--- src/rtl/kks_pkg.sv ---
// Shared types, constants and keysym tables for the keycode to keysym translator.
`timescale 1ns / 1ps
`default_nettype none
package kks_pkg;

   // Field widths
   localparam int CODE_W  = 7;
   localparam int SYM_W   = 16;
   localparam int MOD_W   = 5;
   localparam int KEY_W   = 16;
   localparam int STATE_W = 2;

   // Codes at or above this value have no table entry
   localparam int TABLE_ENTRIES = 127;
   localparam int TABLE_SIZE    = 1 << CODE_W;

   localparam logic [CODE_W-1:0] KEY_LOGO_RIGHT = CODE_W'(126);

   // Modifier register bit positions
   localparam int MOD_CONTROL = 0;
   localparam int MOD_SHIFT   = 1;
   localparam int MOD_ALT     = 2;
   localparam int MOD_CAPS    = 3;
   localparam int MOD_LOGO    = 4;

   // Key state codes
   localparam logic [STATE_W-1:0] KEY_RELEASE = 2'd0;
   localparam logic [STATE_W-1:0] KEY_PRESS   = 2'd1;

   // Beat kind codes
   localparam logic KIND_KEY   = 1'b0;
   localparam logic KIND_RESET = 1'b1;

   // Result status codes
   localparam logic STATUS_SENT    = 1'b0;
   localparam logic STATUS_IGNORED = 1'b1;

   // Selected keysyms
   localparam logic [SYM_W-1:0] SYM_ESCAPE     = 16'hff1b;
   localparam logic [SYM_W-1:0] SYM_LOGO_RIGHT = 16'hffe8;

   // Modifier behavior on press
   typedef enum logic {
      MOD_KIND_SET,
      MOD_KIND_TOGGLE
   } mod_kind_type;

   // One input beat
   typedef struct packed {
      logic               kind;
      logic [KEY_W-1:0]   key_code;
      logic [STATE_W-1:0] key_phase;
      logic               caps_led;
   } req_item_type;

   // One result beat
   typedef struct packed {
      logic              status;
      logic [CODE_W-1:0] out_code;
      logic [SYM_W-1:0]  keysym;
      logic [MOD_W-1:0]  modifiers;
   } rsp_item_type;

   // Unshifted US PC keysyms; the last entry pads the table to a power of two
   localparam logic [SYM_W-1:0] PLAIN_SYM [0:TABLE_SIZE-1] = '{
      16'h0000, SYM_ESCAPE, 16'h0031, 16'h0032, 16'h0033, 16'h0034, 16'h0035, 16'h0036,
      16'h0037, 16'h0038, 16'h0039, 16'h0030, 16'h002d, 16'h003d, 16'hff08, 16'hff09,
      16'h0071, 16'h0077, 16'h0065, 16'h0072, 16'h0074, 16'h0079, 16'h0075, 16'h0069,
      16'h006f, 16'h0070, 16'h005b, 16'h005d, 16'hff0d, 16'hffe3, 16'h0061, 16'h0073,
      16'h0064, 16'h0066, 16'h0067, 16'h0068, 16'h006a, 16'h006b, 16'h006c, 16'h003b,
      16'h0027, 16'h0060, 16'hffe1, 16'h005c, 16'h007a, 16'h0078, 16'h0063, 16'h0076,
      16'h0062, 16'h006e, 16'h006d, 16'h002c, 16'h002e, 16'h002f, 16'hffe2, 16'hffaa,
      16'hffe9, 16'h0020, 16'hffe5, 16'hffbe, 16'hffbf, 16'hffc0, 16'hffc1, 16'hffc2,
      16'hffc3, 16'hffc4, 16'hffc5, 16'hffc6, 16'hffc7, 16'hff7f, 16'hff14, 16'hff95,
      16'hff97, 16'hff9a, 16'hffad, 16'hff96, 16'hff9d, 16'hff98, 16'hffab, 16'hff9c,
      16'hff99, 16'hff9b, 16'hff9e, 16'hff9f, 16'h0000, 16'h0000, 16'h0000, 16'hffc8,
      16'hffc9, 16'h0000, 16'h0000, 16'h0000, 16'h0000, 16'h0000, 16'h0000, 16'h0000,
      16'hff8d, 16'hffe4, 16'hffaf, 16'h0000, 16'hffea, 16'hff0a, 16'hff50, 16'hff52,
      16'hff55, 16'hff51, 16'hff53, 16'hff57, 16'hff54, 16'hff56, 16'hff63, 16'hffff,
      16'h0000, 16'h0000, 16'h0000, 16'h0000, 16'h0000, 16'hffbd, 16'h0000, 16'h0000,
      16'h0000, 16'h0000, 16'h0000, 16'h0000, 16'h0000, 16'hffe7, SYM_LOGO_RIGHT, 16'h0000
   };

   // Shifted US PC keysyms; zero where shift has no effect
   localparam logic [SYM_W-1:0] SHIFTED_SYM [0:TABLE_SIZE-1] = '{
      16'h0000, 16'h0000, 16'h0021, 16'h0040, 16'h0023, 16'h0024, 16'h0025, 16'h005e,
      16'h0026, 16'h002a, 16'h0028, 16'h0029, 16'h005f, 16'h002b, 16'h0000, 16'h0000,
      16'h0051, 16'h0057, 16'h0045, 16'h0052, 16'h0054, 16'h0059, 16'h0055, 16'h0049,
      16'h004f, 16'h0050, 16'h007b, 16'h007d, 16'h0000, 16'h0000, 16'h0041, 16'h0053,
      16'h0044, 16'h0046, 16'h0047, 16'h0048, 16'h004a, 16'h004b, 16'h004c, 16'h003a,
      16'h0022, 16'h007e, 16'h0000, 16'h007c, 16'h005a, 16'h0058, 16'h0043, 16'h0056,
      16'h0042, 16'h004e, 16'h004d, 16'h003c, 16'h003e, 16'h003f, 16'h0000, 16'h0000,
      16'h0000, 16'h0000, 16'h0000, 16'h0000, 16'h0000, 16'h0000, 16'h0000, 16'h0000,
      16'h0000, 16'h0000, 16'h0000, 16'h0000, 16'h0000, 16'h0000, 16'h0000, 16'h0000,
      16'h0000, 16'h0000, 16'h0000, 16'h0000, 16'h0000, 16'h0000, 16'h0000, 16'h0000,
      16'h0000, 16'h0000, 16'h0000, 16'h0000, 16'h0000, 16'h0000, 16'h0000, 16'h0000,
      16'h0000, 16'h0000, 16'h0000, 16'h0000, 16'h0000, 16'h0000, 16'h0000, 16'h0000,
      16'h0000, 16'h0000, 16'h0000, 16'h0000, 16'h0000, 16'h0000, 16'h0000, 16'h0000,
      16'h0000, 16'h0000, 16'h0000, 16'h0000, 16'h0000, 16'h0000, 16'h0000, 16'h0000,
      16'h0000, 16'h0000, 16'h0000, 16'h0000, 16'h0000, 16'h0000, 16'h0000, 16'h0000,
      16'h0000, 16'h0000, 16'h0000, 16'h0000, 16'h0000, 16'h0000, 16'h0000, 16'h0000
   };

endpackage
`default_nettype wire

--- src/rtl/keycode_to_keysym_translator_core.sv ---
// Top level of the keycode to keysym translator: stream ports, pipeline registers.
// Usage:
//   Input beats arrive on the req_ stream. req_tuser carries the kind (0 key
//   event, 1 reload modifiers from the caps LED); req_tdata carries the key
//   code, the key state (0 release, 1 press, 2 repeat) and the caps LED.
//   Every input beat gives exactly one result beat on the rsp_ stream:
//   rsp_tuser is the status (0 key delivered, 1 ignored), rsp_tdata holds
//   the key code, the X keysym and the modifier bits after the event.
// Pipeline and throughput:
//   A beat is registered on entry, translated combinationally (table lookups
//   and the five-bit modifier update) and registered on exit. One beat is
//   taken every cycle while the output is not stalled; the modifier register
//   is updated as each beat moves into the output stage.
// Reset:
//   A synchronous reset empties both stages and clears the modifier bits.
// Back-pressure:
//   While rsp_tready is low the output beat holds; the input stage still
//   takes one more beat, after which req_tready falls until the output
//   register drains. Nothing is dropped or repeated.
`timescale 1ns / 1ps
`default_nettype none
module keycode_to_keysym_translator_core (
   input  wire logic        clock,
   input  wire logic        reset,
   input  wire logic        req_tvalid,
   output logic             req_tready,
   input  wire logic [23:0] req_tdata,  // [15:0] key_code, [17:16] key_state, [18] caps_led
   input  wire logic        req_tuser,  // [0] kind
   output logic             rsp_tvalid,
   input  wire logic        rsp_tready,
   output logic [31:0]      rsp_tdata,  // [6:0] out_code, [22:7] keysym, [27:23] modifiers
   output logic             rsp_tuser   // [0] status
);

   logic                          in_valid_ff;
   logic                          in_valid_in;
   kks_pkg::req_item_type         in_item_ff;
   logic                          out_valid_ff;
   logic                          out_valid_in;
   kks_pkg::rsp_item_type         out_item_ff;
   logic [kks_pkg::MOD_W-1:0]     mods_ff;
   logic [kks_pkg::MOD_W-1:0]     mods_in;
   kks_pkg::rsp_item_type         xlat_result;
   logic                          out_free;
   logic                          advance;
   logic                          req_fire;

   // Handshake: the input stage drains whenever the output stage frees up
   assign out_free   = !out_valid_ff || rsp_tready;
   assign advance    = in_valid_ff && out_free;
   assign req_tready = !in_valid_ff || out_free;
   assign req_fire   = req_tvalid && req_tready;

   assign in_valid_in  = req_fire || (in_valid_ff && !out_free);
   assign out_valid_in = advance || (out_valid_ff && !rsp_tready);

   kks_translate u_translate (
      .item      (in_item_ff),
      .mods      (mods_ff),
      .result    (xlat_result),
      .mods_next (mods_in)
   );

   // Control registers
   always_ff @(posedge clock) begin
      if (reset) begin
         in_valid_ff  <= 1'b0;
         out_valid_ff <= 1'b0;
         mods_ff      <= '0;
      end else begin
         in_valid_ff  <= in_valid_in;
         out_valid_ff <= out_valid_in;
         if (advance) begin
            mods_ff <= mods_in;
         end
      end
   end

   // Payload registers
   always_ff @(posedge clock) begin
      if (req_fire) begin
         in_item_ff.kind      <= req_tuser;
         in_item_ff.key_code  <= req_tdata[15:0];
         in_item_ff.key_phase <= req_tdata[17:16];
         in_item_ff.caps_led  <= req_tdata[18];
      end
      if (advance) begin
         out_item_ff <= xlat_result;
      end
   end

   assign rsp_tvalid = out_valid_ff;
   assign rsp_tuser  = out_item_ff.status;
   assign rsp_tdata  = {4'b0000, out_item_ff.modifiers, out_item_ff.keysym,
                        out_item_ff.out_code};

   // A delivered key always carries a nonzero keysym
   assert property (@(posedge clock) disable iff (reset)
      (out_valid_ff && out_item_ff.status == kks_pkg::STATUS_SENT)
         |-> (out_item_ff.keysym != '0))
      else $error("delivered beat with zero keysym");

   // An ignored beat carries no code and no keysym
   assert property (@(posedge clock) disable iff (reset)
      (out_valid_ff && out_item_ff.status == kks_pkg::STATUS_IGNORED)
         |-> (out_item_ff.keysym == '0 && out_item_ff.out_code == '0))
      else $error("ignored beat with payload");

   // Modifier bits move only with a beat passing into the output stage
   assert property (@(posedge clock) disable iff (reset)
      !advance |=> $stable(mods_ff))
      else $error("modifier bits changed without a beat");

   // A reload beat leaves only the lock bit, taken from the caps LED
   assert property (@(posedge clock) disable iff (reset)
      (advance && in_item_ff.kind == kks_pkg::KIND_RESET)
         |=> (mods_ff == {1'b0, $past(in_item_ff.caps_led), 3'b000}))
      else $error("modifier reload mismatch");

   // The result register mirrors the modifier state it left behind
   assert property (@(posedge clock) disable iff (reset)
      advance |=> (out_item_ff.modifiers == mods_ff))
      else $error("result modifiers differ from state");

endmodule
`default_nettype wire

--- src/rtl/kks_translate.sv ---
// Single-pass translation of one key beat: modifier update and keysym lookup.
`timescale 1ns / 1ps
`default_nettype none
module kks_translate (
   input  wire kks_pkg::req_item_type       item,
   input  wire logic [kks_pkg::MOD_W-1:0]   mods,
   output kks_pkg::rsp_item_type            result,
   output logic [kks_pkg::MOD_W-1:0]        mods_next
);

   logic [kks_pkg::CODE_W-1:0] code;
   logic                       known;
   logic [kks_pkg::MOD_W-1:0]  mod_mask;
   kks_pkg::mod_kind_type      mod_kind;
   logic [kks_pkg::SYM_W-1:0]  plain_sym;
   logic [kks_pkg::SYM_W-1:0]  shift_sym;
   logic [kks_pkg::SYM_W-1:0]  caps_sym;
   logic [kks_pkg::SYM_W-1:0]  sym;
   logic                       sent;

   assign code  = item.key_code[kks_pkg::CODE_W-1:0];
   assign known = (item.key_code[kks_pkg::KEY_W-1:kks_pkg::CODE_W] == '0) &&
                  (code != kks_pkg::CODE_W'(kks_pkg::TABLE_ENTRIES));

   // Modifier key decode
   always_comb begin
      mod_mask = '0;
      mod_kind = kks_pkg::MOD_KIND_SET;
      case (code)
         7'd29, 7'd97:                 mod_mask[kks_pkg::MOD_CONTROL] = 1'b1;
         7'd42, 7'd54:                 mod_mask[kks_pkg::MOD_SHIFT]   = 1'b1;
         7'd56, 7'd100:                mod_mask[kks_pkg::MOD_ALT]     = 1'b1;
         7'd125, kks_pkg::KEY_LOGO_RIGHT: mod_mask[kks_pkg::MOD_LOGO] = 1'b1;
         7'd58: begin
            mod_mask[kks_pkg::MOD_CAPS] = 1'b1;
            mod_kind = kks_pkg::MOD_KIND_TOGGLE;
         end
         default: mod_mask = '0;
      endcase
   end

   // Table lookups: shift, then caps lock on letters, then plain
   assign plain_sym = kks_pkg::PLAIN_SYM[code];
   assign shift_sym = mods[kks_pkg::MOD_SHIFT] ? kks_pkg::SHIFTED_SYM[code] : '0;

   always_comb begin
      caps_sym = '0;
      if (mods[kks_pkg::MOD_CAPS] && (plain_sym inside {[16'h0061:16'h007a]})) begin
         caps_sym = plain_sym - 16'h0020;
      end
   end

   assign sym = (shift_sym != '0) ? shift_sym :
                (caps_sym != '0)  ? caps_sym  : plain_sym;

   // Modifier update and delivery decision
   always_comb begin
      mods_next = mods;
      sent      = 1'b0;
      if (item.kind == kks_pkg::KIND_RESET) begin
         mods_next = '0;
         mods_next[kks_pkg::MOD_CAPS] = item.caps_led;
      end else if (known) begin
         if (mod_mask != '0) begin
            if (item.key_phase == kks_pkg::KEY_PRESS) begin
               if (mod_kind == kks_pkg::MOD_KIND_SET) begin
                  mods_next = mods | mod_mask;
               end else begin
                  mods_next = mods ^ mod_mask;
               end
            end else if (item.key_phase == kks_pkg::KEY_RELEASE &&
                         mod_kind == kks_pkg::MOD_KIND_SET) begin
               mods_next = mods & ~mod_mask;
            end
         end else if (item.key_phase != kks_pkg::KEY_RELEASE) begin
            sent = (sym != '0);
         end
      end
   end

   assign result.status    = sent ? kks_pkg::STATUS_SENT : kks_pkg::STATUS_IGNORED;
   assign result.out_code  = sent ? code : '0;
   assign result.keysym    = sent ? sym : '0;
   assign result.modifiers = mods_next;

endmodule
`default_nettype wire

--- config.mk ---
export PLATFORM = sky130hd
export DESIGN_NAME = keycode_to_keysym_translator_core
export DESIGN_NICKNAME = d
export VERILOG_FILES = /design/src/rtl/kks_pkg.sv /design/src/rtl/keycode_to_keysym_translator_core.sv /design/src/rtl/kks_translate.sv
export SDC_FILE = /design/constraint.sdc
export NUM_CORES = 1
export LEC_CHECK = 0
export ABC_CLOCK_PERIOD_IN_PS = 4300
export BUFFER_PORTS_ARGS = -buffer_cell sky130_fd_sc_hd__buf_2
export CORE_MARGIN = 4
export CORE_UTILIZATION = 48
export CTS_BUF_LIST = sky130_fd_sc_hd__clkbuf_4
export DETAILED_ROUTE_END_ITERATION = 10
export PLACE_DENSITY = 0.67
export SYNTH_ARGS = -nofsm -noshare
export SYNTH_HDL_FRONTEND = slang
export SYNTH_SLANG_ARGS = --single-unit
--- constraint.sdc ---
create_clock -name clock -period 4.3 [get_ports clock]
set_clock_uncertainty 0.1 [all_clocks]
set_input_delay 0.215 -clock clock [delete_from_list [all_inputs] [get_ports clock]]
set_output_delay 0.215 -clock clock [all_outputs]
set_load 0.005 [all_outputs]
=== Word level (Yosys, flattened, before mapping) ===
Memory sizes are Yosys's and may differ from the RTL's.
Cells that the tools add are included.

* Bits in registers: 56
* ROM bits: 4096
* Input bits: 29
* Output and inout port bits: 35
* Word-level logic and storage cells: 85
* Memories kept: 2

* Add/subtract/negate cells: 1
* $lt $le $gt $ge: 3
* Equal/unequal tests: 11
* Muxes and demuxes: 24
* Bitwise operators: 6
* Reduce and logical (&&, ||, !) cells: 27

{| class="wikitable"
|+ Memory list
! memory !! depth !! width !! rd ports !! clocked after Yosys merged registers in !! wr ports !! RTL line !! RTL
|-
| (name not given) || 128 || 16 || 1 || 0 || 0 || kks_translate.sv:43 || <nowiki>assign plain_sym = kks_pkg::PLAIN_SYM[code];</nowiki>
|-
| (name not given) || 128 || 16 || 1 || 0 || 0 || kks_translate.sv:44 || <nowiki>assign shift_sym = mods[kks_pkg::MOD_SHIFT] ? kks_pkg::SHIFTED_SYM[code] : '0;</nowiki>
|}

{| class="wikitable"
|+ Operator list
! operator !! count
|-
| 16-bit 2-to-1 mux || 8
|-
| 16-bit nonzero test || 3
|-
| 5-bit 2-to-1 mux || 6
|-
| 7-bit by 6-bit == test with 1-bit output, second input constant || 4
|-
| 7-bit == test, second input constant || 4
|-
| 16-bit by 7-bit >= comparator with 1-bit output, second input constant || 1
|-
| 16-bit by 7-bit less-or-equal comparator with 1-bit output, second input constant || 1
|-
| 16-bit by 6-bit subtractor with 16-bit output, second input constant || 1
|-
| 1-bit 2-to-1 mux || 10
|-
| 9-bit zero test || 1
|-
| 8-bit >= comparator, second input constant || 1
|-
| 1-bit logical AND || 8
|-
| 7-bit NOT with 8-bit output || 1
|-
| 2-bit OR reduction || 4
|-
| 7-bit by 5-bit == test with 1-bit output, second input constant || 1
|-
| 7-bit inequality test, second input constant || 1
|-
| 5-bit bitwise AND || 1
|-
| 5-bit NOT || 1
|-
| 5-bit OR || 1
|-
| 5-bit nonzero test || 1
|-
| 5-bit bitwise XOR || 1
|-
| 1-bit zero test || 4
|-
| 1-bit logical OR || 4
|-
| 2-bit by 1-bit == test with 1-bit output, second input constant || 1
|-
| 3 further kinds || 3
|}

=== Logic depth before layout (Yosys ltp) ===
* Depth in word-level cells: 17
* Gate-level depth with buffers: 14
* Depth with buffers taken out: 11

=== By module ===
A second synthesis with hierarchy kept.

* Cells, all modules: 543
* Area total of the unflattened synthesis: 4825.9 um2

{| class="wikitable"
|+ By module, submodules not included
! module !! instances !! cells an instance !! area each (um2) !! sequential area each (um2)
|-
| kks_translate || 1 || 457 || 3005.4 || 0.0
|-
| keycode_to_keysym_translator_core || 1 || 86 || 1820.5 || 1611.5
|}

=== Worst setup path before layout ===
OpenSTA, ideal clock, no wires.

* Path type: reg2reg
* Start point: reg in_item_ff[3] in the netlist's numbering
* End point: reg out_item_ff (netlist bit rsp_tuser) (data pin)
* Setup time: 255 ps
* Data arrival time: 3068 ps
* Data required time: 3945 ps
* Setup slack: 877 ps
* Cell stages (with the launch flop): 14
* Buffers on the path: 3
* Clock period less this slack: 3423 ps
* Cells stage by stage: edfxtp_1 buf_2 inv_1 ha_1 buf_2 nor2b_1 o31ai_1 a2111oi_2 a22oi_2 nor4_4 a21boi_1 a311o_1 buf_6 a31o_1

{| class="wikitable"
|+ RTL lines
! element !! RTL line !! RTL
|-
| start: declaration || keycode_to_keysym_translator_core.sv:37 || <nowiki>kks_pkg::req_item_type in_item_ff;</nowiki>
|-
| end signal: assignment || keycode_to_keysym_translator_core.sv:88 || <nowiki>out_item_ff <= xlat_result;</nowiki>
|-
| end: declaration || keycode_to_keysym_translator_core.sv:40 || <nowiki>kks_pkg::rsp_item_type out_item_ff;</nowiki>
|}

=== Final worst setup path ===
* Start point: reg in_item_ff[3] in the netlist's numbering
* End point: reg out_item_ff (netlist bit rsp_tdata[1]) (data pin)

* Word-level cells in the longest chain between the ends: 16
* Elaborated cells on any way between the ends: 44
* Those cells by class: add/sub: 1; order compare: 2; eq/ne: 10; mux: 17; bitwise: 1; reduce/logical: 11; memory: 2

{| class="wikitable"
|+ RTL lines
! element !! RTL line !! RTL
|-
| 7-bit NOT with 8-bit output (not written as such) || kks_translate.sv:43, kks_translate.sv:44 ||
|-
| memory 128 x 16 bit || - ||
|-
| 16-bit 2-to-1 mux (not written as such) (2 in a row) || kks_translate.sv:43 ||
|-
| 16-bit by 7-bit >= comparator with 1-bit output or 16-bit by 7-bit less-or-equal comparator with 1-bit output (tied branches) || kks_translate.sv:48 || <nowiki>if (mods[kks_pkg::MOD_CAPS] && (plain_sym inside {[16'h0061:16'h007a]})) begin</nowiki>
|-
| 1-bit logical AND (2 in a row) || kks_translate.sv:48 ||
|-
| 16-bit 2-to-1 mux || kks_translate.sv:48 ||
|-
| 16-bit nonzero test || kks_translate.sv:54 || <nowiki>(caps_sym != '0) ? caps_sym : plain_sym;</nowiki>
|-
| 16-bit 2-to-1 mux || kks_translate.sv:54 ||
|-
| 16-bit 2-to-1 mux || kks_translate.sv:53 || <nowiki>assign sym = (shift_sym != '0) ? shift_sym :</nowiki>
|-
| 16-bit nonzero test || kks_translate.sv:76 || <nowiki>sent = (sym != '0);</nowiki>
|-
| 1-bit 2-to-1 mux || kks_translate.sv:75 || <nowiki>end else if (item.key_phase != kks_pkg::KEY_RELEASE) begin</nowiki>
|-
| 1-bit 2-to-1 mux || kks_translate.sv:64 || <nowiki>if (mod_mask != '0) begin</nowiki>
|-
| 1-bit 2-to-1 mux (*) || kks_translate.sv:63 || <nowiki>end else if (known) begin</nowiki>
|-
| 1-bit 2-to-1 mux (*) || kks_translate.sv:60 || <nowiki>if (item.kind == kks_pkg::KIND_RESET) begin</nowiki>
|}

Mark *: on every way between the ends. The rest lies on a longest branch, timed or not. The select of a mux whose other input is x is not followed.
A chain may end at the register's enable or synchronous reset.

==> impl_metrics.tcl <==
set metrics [dict create \
    crit_family "compound AO/OA/AOI/OAI gates" \
    slew_viol_final 0 \
    grt_max_degree 83 \
    synth-simple-area-share_pct 21.7 \
    synth_edf_count 47 \
    die_area_um2 11800 \
    overflow 0 \
    cts-root-buf "clkbuf_4" \
    relSlewSlack_pct 37.9 \
    yosysWarningCount 0 \
    htreeDepth 2 \
    synthMostInstantiatedCell "edfxtp_1" \
    hold_viol 0 \
    ant_nets 0 \
    drive_above_1_share_pct 19.4 \
    insertion_delay_ps 380 \
    port_buffers 54 \
    cp.required_ps 4390 \
    worstHoldStart "rsp_tready" \
    grt_pass1_wl_um 23300 \
    end_kind "flop" \
    cp_num_buf_inv 1 \
    yosysTopAreaCell "edfxtp_1" \
    dp_hpwl_um 10000 \
    post_cts_resized 0 \
    synth_fa_ha_area_share_pct 6.68 \
    drt-pass1-iter-count 5 \
    period_needed_ps 3980 \
    ys_types 82 \
    grt_pass1_vias 4355 \
    placed_area_um2 5180 \
    wl_per_cell_um 19.4 \
    tightest_slew_ps 928 \
    yosys-top-cells-area "edfxtp_1 29%, ha_1 6.7%, a21oi_1 3.8%, o21ai_0 3.7%, nor2_1 3.2%" \
    syn_inst 543 \
    crit_start "in_item_ff[3]" \
    drtIter0Drc 568 \
    critPathMaxFanout 13 \
    vias 4646 \
    status "finished, final reports clean" \
    path_common_cell "a311oi_1" \
    die_width_um 109 \
    async_reset_ff_share_pct 0 \
    clkTransAtPathRegs_ps 160 \
    cts_buffers 5 \
    arrival_ps 4070 \
    tns_ps 0 \
    cp_cell_sequence "inv_1, ha_1, nand2b_1, a21o_1, a311oi_1, a32oi_2, nor4_4, a21boi_1, a311o_1, a311oi_1" \
    synth_xor_area_share_pct 0.360 \
    synth.cells.most_frequent "47 x edfxtp_1, 42 x nor2_1, 37 x a21oi_1, 36 x o21ai_0, 28 x nand2_1" \
    crit_slowest_cell "ha_1" \
    drv_cap 0 \
    synth_top_family_by_area "compound AO/OA/AOI/OAI gates" \
    cts_sinks 54 \
    fmax_mhz 251 \
    core-area_um2 9820 \
    hp-class "in2reg" \
    syn_avg_cell_area_um2 8.97 \
    synth_seq_area_share_pct 31.9 \
    p_leak_uw 0.00206 \
    peakVddDrop_mv 0.177 \
    drt-total-wl_um 14300 \
    tritoncts "yes" \
    worstReg2RegStart "in_item_ff[3]" \
    layout.nets 657 \
    synth-seq-cells 54 \
    post_drt_via_cell_ratio 6.31 \
    rows 36 \
    finalSetupViolCount 0 \
    critPathKind "reg2reg" \
    start_util_pct 49.6 \
    ys.flop_type "edfxtp_1" \
    area_growth_pct 12.9 \
    antenna_found_initial 0 \
    grt_util_all_layers_pct 25.0 \
    slowest_delay_ps 590 \
    grt_setup_unrepaired "false" \
    synth_compound_area_share_pct 26.6 \
    clk_path_buf_depth 2 \
    synthMuxAreaShare_pct 4.01 \
    boundaryPins 64 \
    final_area_um2 5500 \
    period_share_pct 92.5 \
    synth_area_um2 4870 \
    drcViolationCount 0 \
    critPathLaunchType "flop" \
    power_uw 1270 \
    yosys.area.top_type_share_pct 29.0 \
    die_y_um 109 \
    n_antenna_cell 0 \
    place.gp.congestion 0.991 \
    powerDensity_nw_per_um2 230 \
]
[metrics by stage]
| step | hold slack (ps) | cells | utilization [%] | setup WS [ps] |
|---|---|---|---|---|
| after CTS | 1.07 | 736 | 56.0 | 359 |
| after global routing | 29.1 | 736 | 56.0 | 38.5 |
| after global placement | 291 | 705 | 52.8 | 468 |
| final | 16.9 | 736 | 56.0 | 324 |
| after detailed placement | 293 | 705 | 52.8 | 377 |
| after floorplan | 187 | 546 | - | 877 |
[cell type report]
type                    count  area [µm²]
clock inverters             2        37.5
well taps                 133         166
flip-flops and latches     54        1550
multi-input cells         423        2900
clock buffers               6        45.0
inverters                  14        52.6
fillers                   901        4320
repair buffers            104         741
[cells by family (layout without fill, tap and decap cells)]
family	after synthesis	count (layout)
other	1	4
AOI/OAI and AO/OA	182	182
buffers and inverters	69	126
DFF	54	54
and+or+nand+nor	190	190
muxes	19	19
xor gates and xnor gates	2	2
adders and majority gates	26	26
[layout by cell type (no fill, tap or decap), types with 5 or more instances in the layout]
master	count
inv_1	11
buf_4	24
nor3_1	11
nand2_1	28
dlygate4sd3_1	23
o21ai_1	7
edfxtp_1	47
nor2b_1	18
a311oi_1	7
o22ai_1	5
nor2_1	42
buf_2	54
and3_1	8
a211o_1	7
o211ai_1	9
nand2b_1	17
o21ai_0	36
a31oi_1	10
a21oi_1	37
dfxtp_1	7
mux2i_1	15
nand3_1	18
clkbuf_4	6
and2_1	6
ha_1	26
nor3b_1	9
a211oi_1	6
[layer usage]
layer  GRT usage, %  vias up  wire length [µm]
li1               -     2175                 -
met5              0        -                 0
met4           8.03        0               433
met1           35.1     2175              6160
met3           4.38       37              1110
met2           39.1      259              6580
[sequential cells by signal, summed over array words and instances (netlist names)]
name / flops
mods_ff: 5
rsp_tdata: 26
rsp_tuser: 1
rsp_tvalid: 1
in_item_ff: 20
in_valid_ff: 1
[timing repair]
item | CTS | global route
hold buffers | 23 | 0
hold endpoints to repair | 26 | 0
setup buffers | 0 | 0
[worst paths after layout]
kind	cells after the start	slack [ps]	to
min reg2reg	2	430	rsp_tvalid
max reg2reg	10	320	rsp_tdata[1]
min	4	20	rsp_tvalid
max	10	320	rsp_tdata[1]
[where the power goes]
| group | leakage, µW | internal (µW) | switching, µW |
|---|---|---|---|
| Sequential | 0.000487 | 595 | 12.4 |
| Combinational | 0.00154 | 145 | 224 |
| Clock | 0.0000419 | 129 | 161 |
| Total | 0.00206 | 869 | 398 |
[tightest hold or removal path: stages]
cell and delay (ps):
buf_2 80, nor2b_1 60, nor2_1 80, nor2_1 40
Note: power is estimated with default switching activity, not from simulation.
